`src/kpg_pkg.sv`:
```
// shared types, codes and constants of the k-permutation generator
package kpg_pkg;

    localparam int RESULT_LIMIT         = 32;
    localparam int POS_W                = 5;
    localparam int PICK_W               = 6;
    localparam int CFG_W                = 6;
    localparam int CFG_IDX_W            = 1;
    localparam int REQ_W                = 2;
    localparam int LIDX_W               = 5;
    localparam int LVAL_W               = 8;
    localparam int SYM_OUT_W            = 8;
    localparam int CNT_W                = 32;
    localparam int DEF_MAX_ELEMENTS     = 32;
    localparam int DEF_SYMBOL_BITS      = 8;

    localparam logic [CFG_W-1:0] ELEM_RESET = 6'd26;
    localparam logic [CFG_W-1:0] PICK_RESET = 6'd5;

    localparam logic [REQ_W-1:0] REQ_LOAD    = 2'd0;
    localparam logic [REQ_W-1:0] REQ_RESTART = 2'd1;
    localparam logic [REQ_W-1:0] REQ_NEXT    = 2'd2;

    localparam logic [CFG_IDX_W-1:0] CFG_ELEMENT_COUNT = 1'b0;
    localparam logic [CFG_IDX_W-1:0] CFG_PICK_LENGTH   = 1'b1;

    typedef struct packed {
        logic [REQ_W-1:0]  kind;
        logic [LIDX_W-1:0] index;
        logic [LVAL_W-1:0] value;
    } t_req;

    typedef struct packed {
        logic full;
        logic nonempty;
    } t_qstat;

endpackage

```
`src/kpg_front.sv`:
```
// front end: configuration registers, request classification and clamping
module kpg_front #(
    parameter int MAX_ELEMENTS = kpg_pkg::DEF_MAX_ELEMENTS
) (
    input  logic                           i_clk,
    input  logic                           i_rst_n,
    input  logic                           start,
    input  logic [kpg_pkg::REQ_W-1:0]      i_req_type,
    input  logic [kpg_pkg::LIDX_W-1:0]     i_load_index,
    input  logic [kpg_pkg::LVAL_W-1:0]     i_load_value,
    input  logic                           i_cfg_valid,
    input  logic [kpg_pkg::CFG_IDX_W-1:0]  i_cfg_index,
    input  logic [kpg_pkg::CFG_W-1:0]      i_cfg_data,
    input  kpg_pkg::t_qstat                i_qstat,
    output logic                           o_push,
    output kpg_pkg::t_req                  o_req,
    output logic [$clog2(MAX_ELEMENTS+1)-1:0] o_run_n,
    output logic [kpg_pkg::PICK_W-1:0]     o_run_pick
);

    localparam int NW = $clog2(MAX_ELEMENTS + 1);
    localparam int TW = NW + kpg_pkg::CFG_W;

    logic [kpg_pkg::CFG_W-1:0] r_element_count;
    logic [kpg_pkg::CFG_W-1:0] r_pick_length;
    logic [TW-1:0]             e_ext;
    logic [TW-1:0]             n_ext;
    logic [TW-1:0]             k_ext;

    always_ff @(posedge i_clk) begin
        if (!i_rst_n) begin
            r_element_count <= kpg_pkg::ELEM_RESET;
            r_pick_length   <= kpg_pkg::PICK_RESET;
        end else if (i_cfg_valid) begin
            case (i_cfg_index)
                kpg_pkg::CFG_ELEMENT_COUNT: r_element_count <= i_cfg_data;
                kpg_pkg::CFG_PICK_LENGTH:   r_pick_length   <= i_cfg_data;
                default: ;
            endcase
        end
    end

    // effective set size and selection length
    always_comb begin
        e_ext = TW'(r_element_count);
        if (e_ext == '0) begin
            n_ext = TW'(1);
        end else if (e_ext > TW'(MAX_ELEMENTS)) begin
            n_ext = TW'(MAX_ELEMENTS);
        end else begin
            n_ext = e_ext;
        end
        k_ext = TW'(r_pick_length);
        if (k_ext == '0) begin
            k_ext = TW'(1);
        end
        if (k_ext > n_ext) begin
            k_ext = n_ext;
        end
        if (k_ext > TW'(kpg_pkg::RESULT_LIMIT)) begin
            k_ext = TW'(kpg_pkg::RESULT_LIMIT);
        end
    end

    assign o_run_n    = NW'(n_ext);
    assign o_run_pick = kpg_pkg::PICK_W'(k_ext);

    assign o_req.kind  = i_req_type;
    assign o_req.index = i_load_index;
    assign o_req.value = i_load_value;

    // unused request code is taken and dropped here
    assign o_push = start && !i_qstat.full &&
                    (i_req_type inside {kpg_pkg::REQ_LOAD, kpg_pkg::REQ_RESTART,
                                        kpg_pkg::REQ_NEXT});

endmodule

```
`src/kpg_queue.sv`:
```
// two-entry request queue between front and back
module kpg_queue #(
    parameter int WIDTH = 8
) (
    input  logic             i_clk,
    input  logic             i_rst_n,
    input  logic             i_push,
    input  logic [WIDTH-1:0] i_data,
    input  logic             i_pop,
    output logic [WIDTH-1:0] o_data,
    output kpg_pkg::t_qstat  o_qstat
);

    logic [WIDTH-1:0] r_slot [2];
    logic             r_wr;
    logic             r_rd;
    logic [1:0]       r_cnt;
    logic             do_push;
    logic             do_pop;

    assign o_qstat.full     = (r_cnt == 2'd2);
    assign o_qstat.nonempty = (r_cnt != 2'd0);
    assign do_push = i_push && !o_qstat.full;
    assign do_pop  = i_pop && o_qstat.nonempty;
    assign o_data  = r_slot[r_rd];

    always_ff @(posedge i_clk) begin
        if (!i_rst_n) begin
            r_wr  <= 1'b0;
            r_rd  <= 1'b0;
            r_cnt <= 2'd0;
        end else begin
            if (do_push) begin
                r_wr <= !r_wr;
            end
            if (do_pop) begin
                r_rd <= !r_rd;
            end
            case ({do_push, do_pop})
                2'b10:   r_cnt <= r_cnt + 2'd1;
                2'b01:   r_cnt <= r_cnt - 2'd1;
                default: ;
            endcase
        end
    end

    always_ff @(posedge i_clk) begin
        if (do_push) begin
            r_slot[r_wr] <= i_data;
        end
    end

endmodule

```
`src/kpg_back.sv`:
```
// back end: symbol and working-set memories, digit counter, selection sequencer
module kpg_back #(
    parameter int MAX_ELEMENTS = kpg_pkg::DEF_MAX_ELEMENTS,
    parameter int SYMBOL_BITS  = kpg_pkg::DEF_SYMBOL_BITS
) (
    input  logic                              i_clk,
    input  logic                              i_rst_n,
    input  kpg_pkg::t_qstat                   i_qstat,
    input  kpg_pkg::t_req                     i_req,
    input  logic [$clog2(MAX_ELEMENTS+1)-1:0] i_run_n,
    input  logic [kpg_pkg::PICK_W-1:0]        i_run_pick,
    output logic                              o_pop,
    output logic                              o_valid,
    output logic [kpg_pkg::SYM_OUT_W-1:0]     o_symbol,
    output logic                              o_last,
    output logic                              o_exhausted,
    output logic [kpg_pkg::CNT_W-1:0]         o_produced_count
);

    localparam int IW = $clog2(MAX_ELEMENTS);
    localparam int NW = $clog2(MAX_ELEMENTS + 1);
    localparam int SW = NW + kpg_pkg::POS_W + 1;
    localparam int PW = kpg_pkg::POS_W;
    localparam int DN = kpg_pkg::RESULT_LIMIT;

    localparam logic [1:0] ST_IDLE  = 2'd0;
    localparam logic [1:0] ST_READ  = 2'd1;
    localparam logic [1:0] ST_WRITE = 2'd2;

    logic [1:0]                 r_state;
    logic [NW-1:0]              r_n;
    logic [kpg_pkg::PICK_W-1:0] r_k;
    logic [PW-1:0]              r_p;
    logic                       r_carry;
    logic                       r_started;
    logic                       r_exhausted;
    logic [kpg_pkg::CNT_W-1:0]  r_count;
    logic [IW-1:0]              r_digit [DN];
    logic [MAX_ELEMENTS-1:0]    r_wvalid;
    logic [IW-1:0]              r_idx;
    logic [IW-1:0]              r_tail;

    logic [SYMBOL_BITS-1:0]     r_ss [MAX_ELEMENTS];
    logic [SYMBOL_BITS-1:0]     r_ws [MAX_ELEMENTS];
    logic [SYMBOL_BITS-1:0]     r_ss_qa;
    logic [SYMBOL_BITS-1:0]     r_ss_qb;
    logic [SYMBOL_BITS-1:0]     r_ws_qa;
    logic [SYMBOL_BITS-1:0]     r_ws_qb;

    logic                          r_out_valid;
    logic [kpg_pkg::SYM_OUT_W-1:0] r_out_sym;
    logic                          r_out_last;
    logic                          r_out_exh;
    logic [kpg_pkg::CNT_W-1:0]     r_out_cnt;

    logic [NW-1:0]          tail_full;
    logic [NW-1:0]          idx_full;
    logic [IW-1:0]          dig;
    logic [IW-1:0]          rd_a;
    logic [IW-1:0]          rd_b;
    logic [DN-1:0]          mx;
    logic [SW-1:0]          d1;
    logic                   wrap;
    logic                   at_last;
    logic                   take;
    logic                   emit_dead;
    logic                   emit_sym;
    logic                   ss_we;
    logic                   ws_we;
    logic [63:0]            load_wide;
    logic [SYMBOL_BITS-1:0] sym_sel;
    logic [SYMBOL_BITS-1:0] tail_sel;
    logic [63:0]            sym_wide;
    logic [kpg_pkg::CNT_W-1:0] count_inc;

    assign take  = (r_state == ST_IDLE) && i_qstat.nonempty;
    assign o_pop = take;

    // position addressing
    assign dig       = r_digit[r_p];
    assign tail_full = r_n - NW'(1) - NW'(r_p);
    assign idx_full  = (NW'(dig) > tail_full) ? tail_full : NW'(dig);
    assign rd_a      = IW'(idx_full);
    assign rd_b      = IW'(tail_full);
    assign at_last   = ((kpg_pkg::PICK_W'(r_p) + kpg_pkg::PICK_W'(1)) == r_k);

    // digit increment with carry
    assign d1   = SW'(dig) + SW'(1);
    assign wrap = (d1 + SW'(r_p)) >= SW'(r_n);

    // every active digit at its top value: the coming increment carries out
    always_comb begin
        for (int j = 0; j < DN; j++) begin
            mx[j] = (kpg_pkg::PICK_W'(j) >= r_k) ||
                    ((SW'(r_digit[j]) + SW'(j) + SW'(1)) >= SW'(r_n));
        end
    end

    assign count_inc = (r_count == '1) ? r_count : r_count + kpg_pkg::CNT_W'(1);

    assign emit_dead = take && (i_req.kind == kpg_pkg::REQ_NEXT) &&
                       (!r_started || r_exhausted);
    assign emit_sym  = (r_state == ST_WRITE);

    assign ss_we     = take && (i_req.kind == kpg_pkg::REQ_LOAD) &&
                       (32'(i_req.index) < MAX_ELEMENTS);
    assign ws_we     = emit_sym;
    assign load_wide = 64'(i_req.value);

    assign sym_sel  = r_wvalid[r_idx]  ? r_ws_qa : r_ss_qa;
    assign tail_sel = r_wvalid[r_tail] ? r_ws_qb : r_ss_qb;
    assign sym_wide = 64'(sym_sel);

    always_ff @(posedge i_clk) begin
        if (ss_we) begin
            r_ss[IW'(i_req.index)] <= load_wide[SYMBOL_BITS-1:0];
        end
        r_ss_qa <= r_ss[rd_a];
        r_ss_qb <= r_ss[rd_b];
    end

    always_ff @(posedge i_clk) begin
        if (ws_we) begin
            r_ws[r_idx] <= tail_sel;
        end
        r_ws_qa <= r_ws[rd_a];
        r_ws_qb <= r_ws[rd_b];
    end

    always_ff @(posedge i_clk) begin
        if (!i_rst_n) begin
            r_state     <= ST_IDLE;
            r_n         <= NW'(1);
            r_k         <= kpg_pkg::PICK_W'(1);
            r_p         <= '0;
            r_carry     <= 1'b0;
            r_started   <= 1'b0;
            r_exhausted <= 1'b0;
            r_count     <= '0;
            r_wvalid    <= '0;
            r_out_valid <= 1'b0;
            for (int j = 0; j < DN; j++) begin
                r_digit[j] <= '0;
            end
        end else begin
            r_out_valid <= emit_dead || emit_sym;
            case (r_state)
                ST_IDLE: begin
                    if (take) begin
                        case (i_req.kind)
                            kpg_pkg::REQ_RESTART: begin
                                r_n         <= i_run_n;
                                r_k         <= i_run_pick;
                                r_count     <= kpg_pkg::CNT_W'(1);
                                r_exhausted <= (i_run_n == NW'(1));
                                r_started   <= 1'b1;
                                r_wvalid    <= '0;
                                r_p         <= '0;
                                r_carry     <= 1'b1;
                                r_state     <= ST_READ;
                                for (int j = 0; j < DN; j++) begin
                                    r_digit[j] <= '0;
                                end
                            end
                            kpg_pkg::REQ_NEXT: begin
                                if (r_started && !r_exhausted) begin
                                    r_count     <= count_inc;
                                    r_exhausted <= &mx;
                                    r_wvalid    <= '0;
                                    r_p         <= '0;
                                    r_carry     <= 1'b1;
                                    r_state     <= ST_READ;
                                end
                            end
                            default: ;
                        endcase
                    end
                end
                ST_READ: begin
                    r_state <= ST_WRITE;
                end
                ST_WRITE: begin
                    r_wvalid[r_idx] <= 1'b1;
                    if (r_carry) begin
                        if (wrap) begin
                            r_digit[r_p] <= '0;
                        end else begin
                            r_digit[r_p] <= IW'(d1);
                            r_carry      <= 1'b0;
                        end
                    end
                    if (at_last) begin
                        r_state <= ST_IDLE;
                    end else begin
                        r_p     <= r_p + PW'(1);
                        r_state <= ST_READ;
                    end
                end
                default: r_state <= ST_IDLE;
            endcase
        end
    end

    always_ff @(posedge i_clk) begin
        if (r_state == ST_READ) begin
            r_idx  <= rd_a;
            r_tail <= rd_b;
        end
        if (emit_dead) begin
            r_out_sym  <= '0;
            r_out_last <= 1'b1;
            r_out_exh  <= 1'b1;
            r_out_cnt  <= r_count;
        end else if (emit_sym) begin
            r_out_sym  <= sym_wide[kpg_pkg::SYM_OUT_W-1:0];
            r_out_last <= at_last;
            r_out_exh  <= r_exhausted;
            r_out_cnt  <= r_count;
        end
    end

    assign o_valid          = r_out_valid;
    assign o_symbol         = r_out_sym;
    assign o_last           = r_out_last;
    assign o_exhausted      = r_out_exh;
    assign o_produced_count = r_out_cnt;

endmodule

```
`src/k_permutation_generator.sv`:
```
// top level of the k-permutation generator
// Usage: the command channel takes one request beat at a rising edge with start
// high and busy low. A load beat writes one symbol and gives no result. A restart
// beat takes element_count and pick_length as they stand, clears the digit counter,
// sets the count to one and the exhausted mark only for a one-element set, and
// emits the first selection; a next beat emits the following one, or a single
// exhausted beat when none is left or no restart came. Each result is shown for
// one cycle with o_valid high; the receiver cannot stall, so results are never
// held. Configuration beats use i_cfg_valid and o_cfg_ready, which is always high;
// write only while the block is idle. A two-entry queue parts the front from the
// back; busy is high only while it is full. The back handles loads and exhausted
// replies in its idle state and takes no request until a selection is finished;
// for each position of a selection it reads the symbol and working-set memories
// in the read state, then writes the swapped entry and emits its symbol in the
// write state. Reset is synchronous and active low; it restores the register
// defaults and clears the counter, flags and queue; the symbol memory is not
// cleared.
module k_permutation_generator #(
    parameter int MAX_ELEMENTS = kpg_pkg::DEF_MAX_ELEMENTS,
    parameter int SYMBOL_BITS  = kpg_pkg::DEF_SYMBOL_BITS
) (
    input  logic                          i_clk,
    input  logic                          i_rst_n,
    input  logic                          start,
    output logic                          busy,
    input  logic [kpg_pkg::REQ_W-1:0]     i_req_type,
    input  logic [kpg_pkg::LIDX_W-1:0]    i_load_index,
    input  logic [kpg_pkg::LVAL_W-1:0]    i_load_value,
    input  logic                          i_cfg_valid,
    output logic                          o_cfg_ready,
    input  logic [kpg_pkg::CFG_IDX_W-1:0] i_cfg_index,
    input  logic [kpg_pkg::CFG_W-1:0]     i_cfg_data,
    output logic                          o_valid,
    output logic [kpg_pkg::SYM_OUT_W-1:0] o_symbol,
    output logic                          o_last,
    output logic                          o_exhausted,
    output logic [kpg_pkg::CNT_W-1:0]     o_produced_count
);

    localparam int NW = $clog2(MAX_ELEMENTS + 1);
    localparam int QW = $bits(kpg_pkg::t_req) + NW + kpg_pkg::PICK_W;

    kpg_pkg::t_qstat            qstat;
    kpg_pkg::t_req              f_req;
    kpg_pkg::t_req              b_req;
    logic                       push;
    logic                       pop;
    logic [NW-1:0]              f_n;
    logic [NW-1:0]              b_n;
    logic [kpg_pkg::PICK_W-1:0] f_k;
    logic [kpg_pkg::PICK_W-1:0] b_k;
    logic [QW-1:0]              q_in;
    logic [QW-1:0]              q_out;

    assign o_cfg_ready = 1'b1;
    assign busy        = qstat.full;

    kpg_front #(
        .MAX_ELEMENTS (MAX_ELEMENTS)
    ) u_front (
        .i_clk        (i_clk),
        .i_rst_n      (i_rst_n),
        .start        (start),
        .i_req_type   (i_req_type),
        .i_load_index (i_load_index),
        .i_load_value (i_load_value),
        .i_cfg_valid  (i_cfg_valid),
        .i_cfg_index  (i_cfg_index),
        .i_cfg_data   (i_cfg_data),
        .i_qstat      (qstat),
        .o_push       (push),
        .o_req        (f_req),
        .o_run_n      (f_n),
        .o_run_pick   (f_k)
    );

    assign q_in = {f_req, f_n, f_k};

    kpg_queue #(
        .WIDTH (QW)
    ) u_queue (
        .i_clk   (i_clk),
        .i_rst_n (i_rst_n),
        .i_push  (push),
        .i_data  (q_in),
        .i_pop   (pop),
        .o_data  (q_out),
        .o_qstat (qstat)
    );

    assign {b_req, b_n, b_k} = q_out;

    kpg_back #(
        .MAX_ELEMENTS (MAX_ELEMENTS),
        .SYMBOL_BITS  (SYMBOL_BITS)
    ) u_back (
        .i_clk            (i_clk),
        .i_rst_n          (i_rst_n),
        .i_qstat          (qstat),
        .i_req            (b_req),
        .i_run_n          (b_n),
        .i_run_pick       (b_k),
        .o_pop            (pop),
        .o_valid          (o_valid),
        .o_symbol         (o_symbol),
        .o_last           (o_last),
        .o_exhausted      (o_exhausted),
        .o_produced_count (o_produced_count)
    );

`ifndef SYNTH
    a_beat_spacing: assert property (@(posedge i_clk) disable iff (!i_rst_n)
        o_valid && !o_last |=> !o_valid ##1 o_valid)
        else $error("selection beats not spaced by one idle cycle");

    a_beat_status_stable: assert property (@(posedge i_clk) disable iff (!i_rst_n)
        o_valid && !o_last |=> ##1
            (o_produced_count == $past(o_produced_count, 2) &&
             o_exhausted == $past(o_exhausted, 2)))
        else $error("count or exhausted changed within a selection");

    a_emit_counted: assert property (@(posedge i_clk) disable iff (!i_rst_n)
        o_valid && !o_exhausted |-> o_produced_count != 0)
        else $error("selection emitted with zero count");
`endif

endmodule
```
`config.mk`:
```
export PLATFORM = sky130hd
export DESIGN_NAME = k_permutation_generator
export DESIGN_NICKNAME = d
export VERILOG_FILES = /design/src/kpg_pkg.sv /design/src/kpg_front.sv /design/src/kpg_queue.sv /design/src/kpg_back.sv /design/src/k_permutation_generator.sv
export SDC_FILE = /design/constraint.sdc
export NUM_CORES = 2
export LEC_CHECK = 0
export BUFFER_PORTS_ARGS = -buffer_cell sky130_fd_sc_hd__buf_4
export CAP_MARGIN = 20
export CORE_ASPECT_RATIO = 1.4
export CORE_MARGIN = 3
export CORE_UTILIZATION = 63
export CTS_BUF_LIST = sky130_fd_sc_hd__clkbuf_8 sky130_fd_sc_hd__clkbuf_16
export DETAILED_ROUTE_END_ITERATION = 16
export GPL_TIMING_DRIVEN = 0
export MAX_ROUTING_LAYER = met4
export PLACE_DENSITY = 0.8
export SYNTH_ARGS = -nofsm -noshare
export SYNTH_HDL_FRONTEND = slang
export SYNTH_SLANG_ARGS = --single-unit
```
`constraint.sdc`:
```
create_clock -name i_clk -period 13.95 [get_ports i_clk]
set_input_delay 0.6975 -clock i_clk [delete_from_list [all_inputs] [get_ports i_clk]]
set_output_delay 0.6975 -clock i_clk [all_outputs]
set_load 0.02 [all_outputs]
```
; ---- Word level (Yosys, flattened, before mapping)
; Memory sizes are Yosys's and may differ from the RTL's. A register that Yosys moved wholly into a read port is not among the register bits.
; Index checks and enable logic that the tools add are counted.
[op_classes]
add_sub_neg = 72
order_cmp = 72
n_eq_ne = 18
n_mux = 102
n_bitwise = 35
reduce_logical = 70
[ops]
columns = cell, n
row1 = $ge 12x6->1, 33
row2 = $add 12x1->12 const B, 31
row3 = $mux 5, 41
row4 = $mux 32, 6
row5 = $pmux 32 s2, 3
row6 = $add 5x5->6 const B, 16
row7 = $ge 5x6->1 const A, 16
row8 = $add 5x4->6 const B, 8
row9 = $ge 4x6->1 const A, 8
row10 = $logic_or 1x1->1, 34
row11 = $or 1x1->1, 33
row12 = $add 32x1->32 const B, 1
row13 = $eq 32x32->1 const B, 1
row14 = $mux 1, 32
row15 = $or 32x32->32, 1
row16 = $reduce_and 32->1, 1
row17 = $add 5x1->6 const B, 4
row18 = $add 5x3->6 const B, 4
row19 = $ge 3x6->1 const A, 4
row20 = $mux 12, 2
row21 = $pmux 5 s2, 2
row22 = $mux 6, 3
row23 = $mux 8, 2
row24 = $add 12x5->12, 1
row25 = 39 further kinds, 82
[word_totals]
reg_bits = 155
ramBits = 726
inputBits = 26
output_inout_bits = 45
memories = 4
[mem_list]
columns = name, words, word_bits, rd, rd_clocked_by_memory_dff, write_ports, line
row1 = u_back.r_ss, 32, 8, 2, 2, 1, kpg_back.sv:43  ; logic [SYMBOL_BITS-1:0] r_ss [MAX_ELEMENTS];
row2 = u_back.r_ws, 32, 8, 2, 2, 1, kpg_back.sv:44  ; logic [SYMBOL_BITS-1:0] r_ws [MAX_ELEMENTS];
row3 = u_back.r_digit, 32, 5, 33, 1, 32, kpg_back.sv:38  ; logic [IW-1:0] r_digit [DN];
row4 = u_queue.r_slot, 2, 27, 1, 1, 1, kpg_queue.sv:14  ; logic [WIDTH-1:0] r_slot [2];

; ---- Longest topological paths before layout
[depth]
depth_word = 11
mapped_depth = 24

; ---- By module
; A second synthesis with hierarchy kept.
[hier_totals]
hier_cells = 3775
hier_area_um2 = 48531.5
[by_module_without_submodules]
columns = module, n_inst, cells_per_inst, area_per_inst_um2
row1 = kpg_back, 1, 3540, 45372.3
row2 = kpg_queue, 1, 110, 2179.6
row3 = kpg_front, 1, 123, 968.4
row4 = k_permutation_generator, 1, 2, 11.3

; ---- Least setup slack after synthesis
; No wires, ideal clock.
[synth_timing]
kind = reg-to-reg
start = reg u_back.r_n[0]
end = reg u_back.r_ss_qa[5] (read register of u_back.r_ss)
setup_time_ns = 0.125
arrival_ns = 4.983
required_time_ns = 13.825
path_slack_ns = 8.842
path_stages_with_launch = 24
period_less_slack_ns = 5.108
cell_sequence = dfxtp_1 -> ha_1 -> inv_1 -> fa_1 -> inv_1 -> a21o_1 -> a21oi_1 -> xnor2_1 -> inv_1 -> ha_1 -> nand2_1 -> o22ai_1 -> a21o_1 -> a21oi_2 -> mux2i_4 -> inv_2 -> buf_4 -> buf_2 -> buf_2 -> buf_1 -> nand2_1 -> nand3_1 -> nand4_1 -> nand4_1
[synth_between]
elab_chain_len = 4
[synth_rtl]
columns = item, line
row1 = from (decl), kpg_back.sv:31  ; logic [NW-1:0] r_n;
row2 = from (signal assigned), kpg_back.sv:152  ; r_n <= i_run_n;
row3 = $sub 6x1->6 *, kpg_back.sv:81  ; assign tail_full = r_n - NW'(1) - NW'(r_p);
row4 = $sub 6x5->6 *, kpg_back.sv:81
row5 = $gt 5x6->1, kpg_back.sv:82  ; assign idx_full = (NW'(dig) > tail_full) ? tail_full : NW'(dig);
row6 = $mux 5 *, kpg_back.sv:82
row7 = to (decl), kpg_back.sv:45  ; logic [SYMBOL_BITS-1:0] r_ss_qa;
; Every way passes the cells marked *; elsewhere a longest branch is shown, timed or not.
; A chain may end at the register's enable or synchronous reset.

; ---- Final worst setup path
[layout_timing]
start = reg u_back.r_p[2]
end = reg u_back.r_ws_qa[0] (read register of u_back.r_ws)
[layout_between]
elab_chain_len = 3
[layout_rtl]
columns = item, line
row1 = from (decl), kpg_back.sv:33  ; logic [PW-1:0] r_p;
row2 = from (signal assigned), kpg_back.sv:195  ; r_p <= r_p + PW'(1);
row3 = $sub 6x5->6 *, kpg_back.sv:81
row4 = net u_back.tail_full[3], kpg_back.sv:56  ; logic [NW-1:0] tail_full;
row5 = $gt 5x6->1, kpg_back.sv:82
row6 = $mux 5 *, kpg_back.sv:82
row7 = to (decl), kpg_back.sv:47  ; logic [SYMBOL_BITS-1:0] r_ws_qa;
; The timed path passes the listed nets; every way through them passes the cells marked *.

==> summary.txt <==
Status
  – Status: completed

CTS
  – Clock tree root buffer cell: sky130_fd_sc_hd__clkbuf_16
  – Clock tree from TritonCTS: yes
  – Post-cts gate resize count: 0
  – Post CTS Setup Buffer Count: 0
  – Clock sink total: around 900
  – Total clock buffers created by CTS: 86
  – Worst-Skew Late Latency: 0.70 ns
  – # hold bufs at CTS: 0
  – Clock transition at the register clock pins on the worst setup and hold paths after CTS: 0.07 ns
  – H-tree levels: 3
  – Number of buffers between clock root and the deepest sink: 3

Yosys
  – Ranking of synthesized cells by instance count: sky130_fd_sc_hd__edfxtp_1, sky130_fd_sc_hd__nand2_1, sky130_fd_sc_hd__nor2_1, sky130_fd_sc_hd__ha_1, sky130_fd_sc_hd__mux4_2
  – Xor and xnor fraction of the mapped netlist area: between 3 and 4%
  – Number of instances in the synthesized netlist: 4213
  – Main combinational cell family by area after synthesis: simple AND/OR/NAND/NOR gates
  – Leading cell type by number of instances after synthesis: sky130_fd_sc_hd__edfxtp_1
  – Area share of fa/ha/maj cells after synthesis: ~7.6%
  – EDFF count, synth: approximately 770
  – Multiplexer area fraction after synthesis: approximately an eighth
  – Share of flip-flops with an asynchronous set or reset: 0%
  – Number of synthesis warnings: 0
  – Synth top area share: between 40% and 50%
  – Dominant register cell in the synthesized netlist: sky130_fd_sc_hd__edfxtp_1
  – Seq/Total Area, Yosys: 52.3%
  – Synth area leader: sky130_fd_sc_hd__edfxtp_1
  – Synth cell types: between 80 and 90
  – Leading post-synthesis cells by cell area: sky130_fd_sc_hd__edfxtp_1, sky130_fd_sc_hd__mux4_2, sky130_fd_sc_hd__ha_1
  – Post-Synth Simple-Gate Area: 13.7%
  – Mapped cell area: ~50000 sq um
  – Mean Syn Cell Area: 11.8 sq um
  – Syn Nets: between 4000 and 5000
  – FF+latch count, synth: between 900 and 1000
  – Compound-cell area share of the yosys netlist: under 10%

Layout
  – Fill cells: roughly 5500
  – Final non-filler cell area: roughly 55000 sq um
  – Synth-to-Final Area Change: 10.5%
  – Core occupancy in the finished layout: slightly above 70%
  – Layout cell share with drive strength beyond 1: 12.8%
  – Net count reported at finish: 4739

Die
  – DIE AREA: a little over 80000 sq um
  – Core box area: about 80000 sq um
  – Die Y: around 340 microns
  – Number of top-level pins: 71
  – Site row count: about 120
  – Starting Density: 63.8%
  – Width of the die: ~240 microns

Setup path
  – Startpoint kind of the worst setup timing path: flop
  – Data arrival time at the worst-slack endpoint: approximately 8 ns
  – R2R Setup Slk: about 6.4 ns
  – Slowest cell on the critical path: sky130_fd_sc_hd__buf_1
  – Dominant delay contributor by cell family on the critical path: buffers and inverters
  – Critical Path Max Stage Delay: 1.05 ns
  – Critical path capture point type: flop
  – Required @ worst endpoint: roughly 15 ns
  – CP Class: reg -> reg
  – Worst-path maximum fanout: 11
  – Buffers and inverters on the worst path: 11

Place
  – Number of buffer cells added on primary ports: 67
  – Post-placement cell area: approximately 52000 sq um
  – RePlAce Congestion: 1.05
  – HPWL after detailed placement: about 120 mm

Route
  – DR DRC count: 0
  – Post-route antenna net violation count: 0
  – Via-to-Cell Ratio: between 6 and 7
  – Detailed-route wire length per cell: about 30 microns
  – Max layer used: met4
  – Met2 layer wire length in the routed design: around 78 mm
  – Routed metal-1 wirelength: slightly below 50 mm
  – Vias: about 38000
  – Drt total wl: around 160 mm
  – Routed met3 length: about 19 mm
  – First-iteration detailed-routing DRC count: 5278
  – Number of iterations in the first detailed-routing pass: 8

Global route
  – Initial antenna violation count: 7
  – Global route overflow: 0
  – Global routing usage summed across all routing layers: around two fifths
  – Vias in the first global route: approximately 37000
  – Maximum number of pins on one net before global-route repair: 33
  – First-pass GRT wire length: around 240 mm

Power
  – Worst ir drop on vdd: 0.000231 V
  – Power Density: about 210 nW/um^2
  – P_leak: 19.4 nW

Timing
  – Largest clock skew in the final design: roughly 0.038 ns
  – RSZ-0062 raised after global routing: no
  – Achievable Freq: 0.133 GHz
  – TNS Setup: 0 ns
  – Worst hold slack after final layout: 0.197 ns
  – Final worst-path cycle share: between 50% and 60%
  – Final critical path time including I/O delays and setup: 7.50 ns
  – Count of endpoints failing setup in the final report: 0
  – Number of max-slew violations in the final report: 0
  – Slew at the pin with the worst max-slew slack: 1.37 ns
  – Number of hold violations in the final report: 0
  – Worst slew margin relative to its limit: under 10%

Worst hold path
  – Path category of the worst min-delay check: in -> reg

Flow run
  – Max-cap violation count: 0
==> area by class of cell <==
class / count / area (sq um) / share of cell area, %
antenna: 6 / 15.0 / 0.0272
buffer: 216 / 905 / 1.64
clock buffer: 88 / 2180 / 3.95
clock inverter: 72 / 601 / 1.09
inverter: 107 / 402 / 0.729
multi-input combinational: 2971 / 22500 / 40.8
sequential: 919 / 26100 / 47.3
tap: 1045 / 1310 / 2.37
timing repair buffer: 111 / 1140 / 2.07
==> placed cells by master (no fill, tap or decap), types with 40 or more instances in the layout <==
| cell | synthesis | layout |
|---|---|---|
| sky130_fd_sc_hd__edfxtp_1 | 768 | 768 |
| sky130_fd_sc_hd__nand2_1 | 615 | 615 |
| sky130_fd_sc_hd__nor2_1 | 418 | 416 |
| sky130_fd_sc_hd__ha_1 | 299 | 299 |
| sky130_fd_sc_hd__mux4_2 | 210 | 210 |
| sky130_fd_sc_hd__nand3_1 | 173 | 173 |
| sky130_fd_sc_hd__a21oi_1 | 164 | 164 |
| sky130_fd_sc_hd__dfxtp_1 | 151 | 150 |
| sky130_fd_sc_hd__clkbuf_1 | 139 | 138 |
| sky130_fd_sc_hd__inv_1 | 104 | 120 |
| sky130_fd_sc_hd__mux2i_1 | 109 | 109 |
| sky130_fd_sc_hd__xnor2_1 | 109 | 109 |
| sky130_fd_sc_hd__o21ai_0 | 100 | 100 |
| sky130_fd_sc_hd__clkbuf_16 | 0 | 86 |
| sky130_fd_sc_hd__buf_4 | 6 | 81 |
| sky130_fd_sc_hd__nand2b_1 | 69 | 69 |
| sky130_fd_sc_hd__xor2_1 | 68 | 68 |
| sky130_fd_sc_hd__a21o_1 | 63 | 63 |
| sky130_fd_sc_hd__nand4_1 | 60 | 60 |
| sky130_fd_sc_hd__nor2b_1 | 53 | 53 |
| sky130_fd_sc_hd__mux2_2 | 50 | 50 |
| sky130_fd_sc_hd__a31oi_1 | 43 | 43 |
| sky130_fd_sc_hd__nor3_1 | 42 | 41 |
| sky130_fd_sc_hd__a32oi_1 | 41 | 41 |
| sky130_fd_sc_hd__buf_2 | 38 | 40 |
==> kinds of logic after synthesis <==
group | Yosys count
muxes | 376
adders and majority gates | 303
DFF | 919
xor gates and xnor gates | 177
other | 1
AOI/OAI and AO/OA | 581
and+or+nand+nor | 1533
buffers and inverters | 323
==> through the flow <==
step	std cells	setup WS [ns]	total power, mW
floorplan	4213	8.84	6.50
global placement	5325	5.42	8.48
detailed placement	5358	6.77	8.70
CTS	5518	6.71	11.0
global route	5535	6.48	11.6
finish	5535	6.45	11.4
==> final timing paths <==
kind / end / cells after the start / start
max: u_back.r_ws_qa[0] / 25 / u_back.r_p[2]
min: u_queue.r_slot[0][12] / 1 / i_load_value[0]
max reg2reg: u_back.r_ws_qa[0] / 25 / u_back.r_p[2]
min reg2reg: u_front.r_element_count[0] / 2 / u_front.r_element_count[0]
==> worst register-to-register path: stages, from the launching register on <==
cell,delay (ns)
sky130_fd_sc_hd__dfxtp_1,0.34
sky130_fd_sc_hd__clkbuf_1,0.32
sky130_fd_sc_hd__inv_1,0.22
sky130_fd_sc_hd__ha_1,0.40
sky130_fd_sc_hd__o21ai_0,0.17
sky130_fd_sc_hd__nor2_1,0.08
sky130_fd_sc_hd__a21oi_1,0.39
sky130_fd_sc_hd__buf_4,0.28
sky130_fd_sc_hd__clkbuf_1,0.49
sky130_fd_sc_hd__buf_8,0.26
sky130_fd_sc_hd__inv_1,0.06
sky130_fd_sc_hd__ha_1,0.32
sky130_fd_sc_hd__nand2_1,0.07
sky130_fd_sc_hd__o22ai_1,0.06
sky130_fd_sc_hd__a21o_1,0.17
sky130_fd_sc_hd__a21oi_2,0.38
sky130_fd_sc_hd__mux2i_4,0.19
sky130_fd_sc_hd__inv_2,0.14
sky130_fd_sc_hd__buf_4,0.29
sky130_fd_sc_hd__buf_2,0.39
sky130_fd_sc_hd__buf_2,0.52
sky130_fd_sc_hd__buf_1,1.06
sky130_fd_sc_hd__nand2_1,0.14
sky130_fd_sc_hd__nand3_1,0.17
sky130_fd_sc_hd__nand4_1,0.27
sky130_fd_sc_hd__nand4_1,0.25
==> metal layers <==
layer  global-route usage [%]  vias to the layer above
li1                         -                    16100
met2                     64.3                     2989
met1                     42.1                    18300
met5                        -                        -
met3                     9.59                     1043
met4                     34.4                        0
==> registers in the layout, summed over array words and instances, names as in the netlist, 2 cells and up, named ones only <==
name,flops
u_back.r_ss,256
u_back.r_ws,256
u_back.r_digit,160
u_queue.r_slot,54
u_back.o_produced_count,32
u_back.r_count,32
u_back.r_wvalid,32
u_back.o_symbol,8
u_back.r_ss_qa,8
u_back.r_ss_qb,8
u_back.r_ws_qa,8
u_back.r_ws_qb,8
u_back.r_k,6
u_back.r_n,6
u_front.r_element_count,6
u_front.r_pick_length,6
u_back.r_idx,5
u_back.r_p,5
u_back.r_tail,5
u_back.r_state,2
u_queue.r_cnt,2
==> power by group <==
part | switching [mW] | leakage (nW) | total [mW] | internal, mW
registers | 0.168 | 8.40 | 3.56 | 3.39
logic | 3.74 | 9.58 | 5.46 | 1.72
clock network | 1.08 | 1.42 | 2.34 | 1.26
Note: power is estimated with default switching activity, not from simulation.
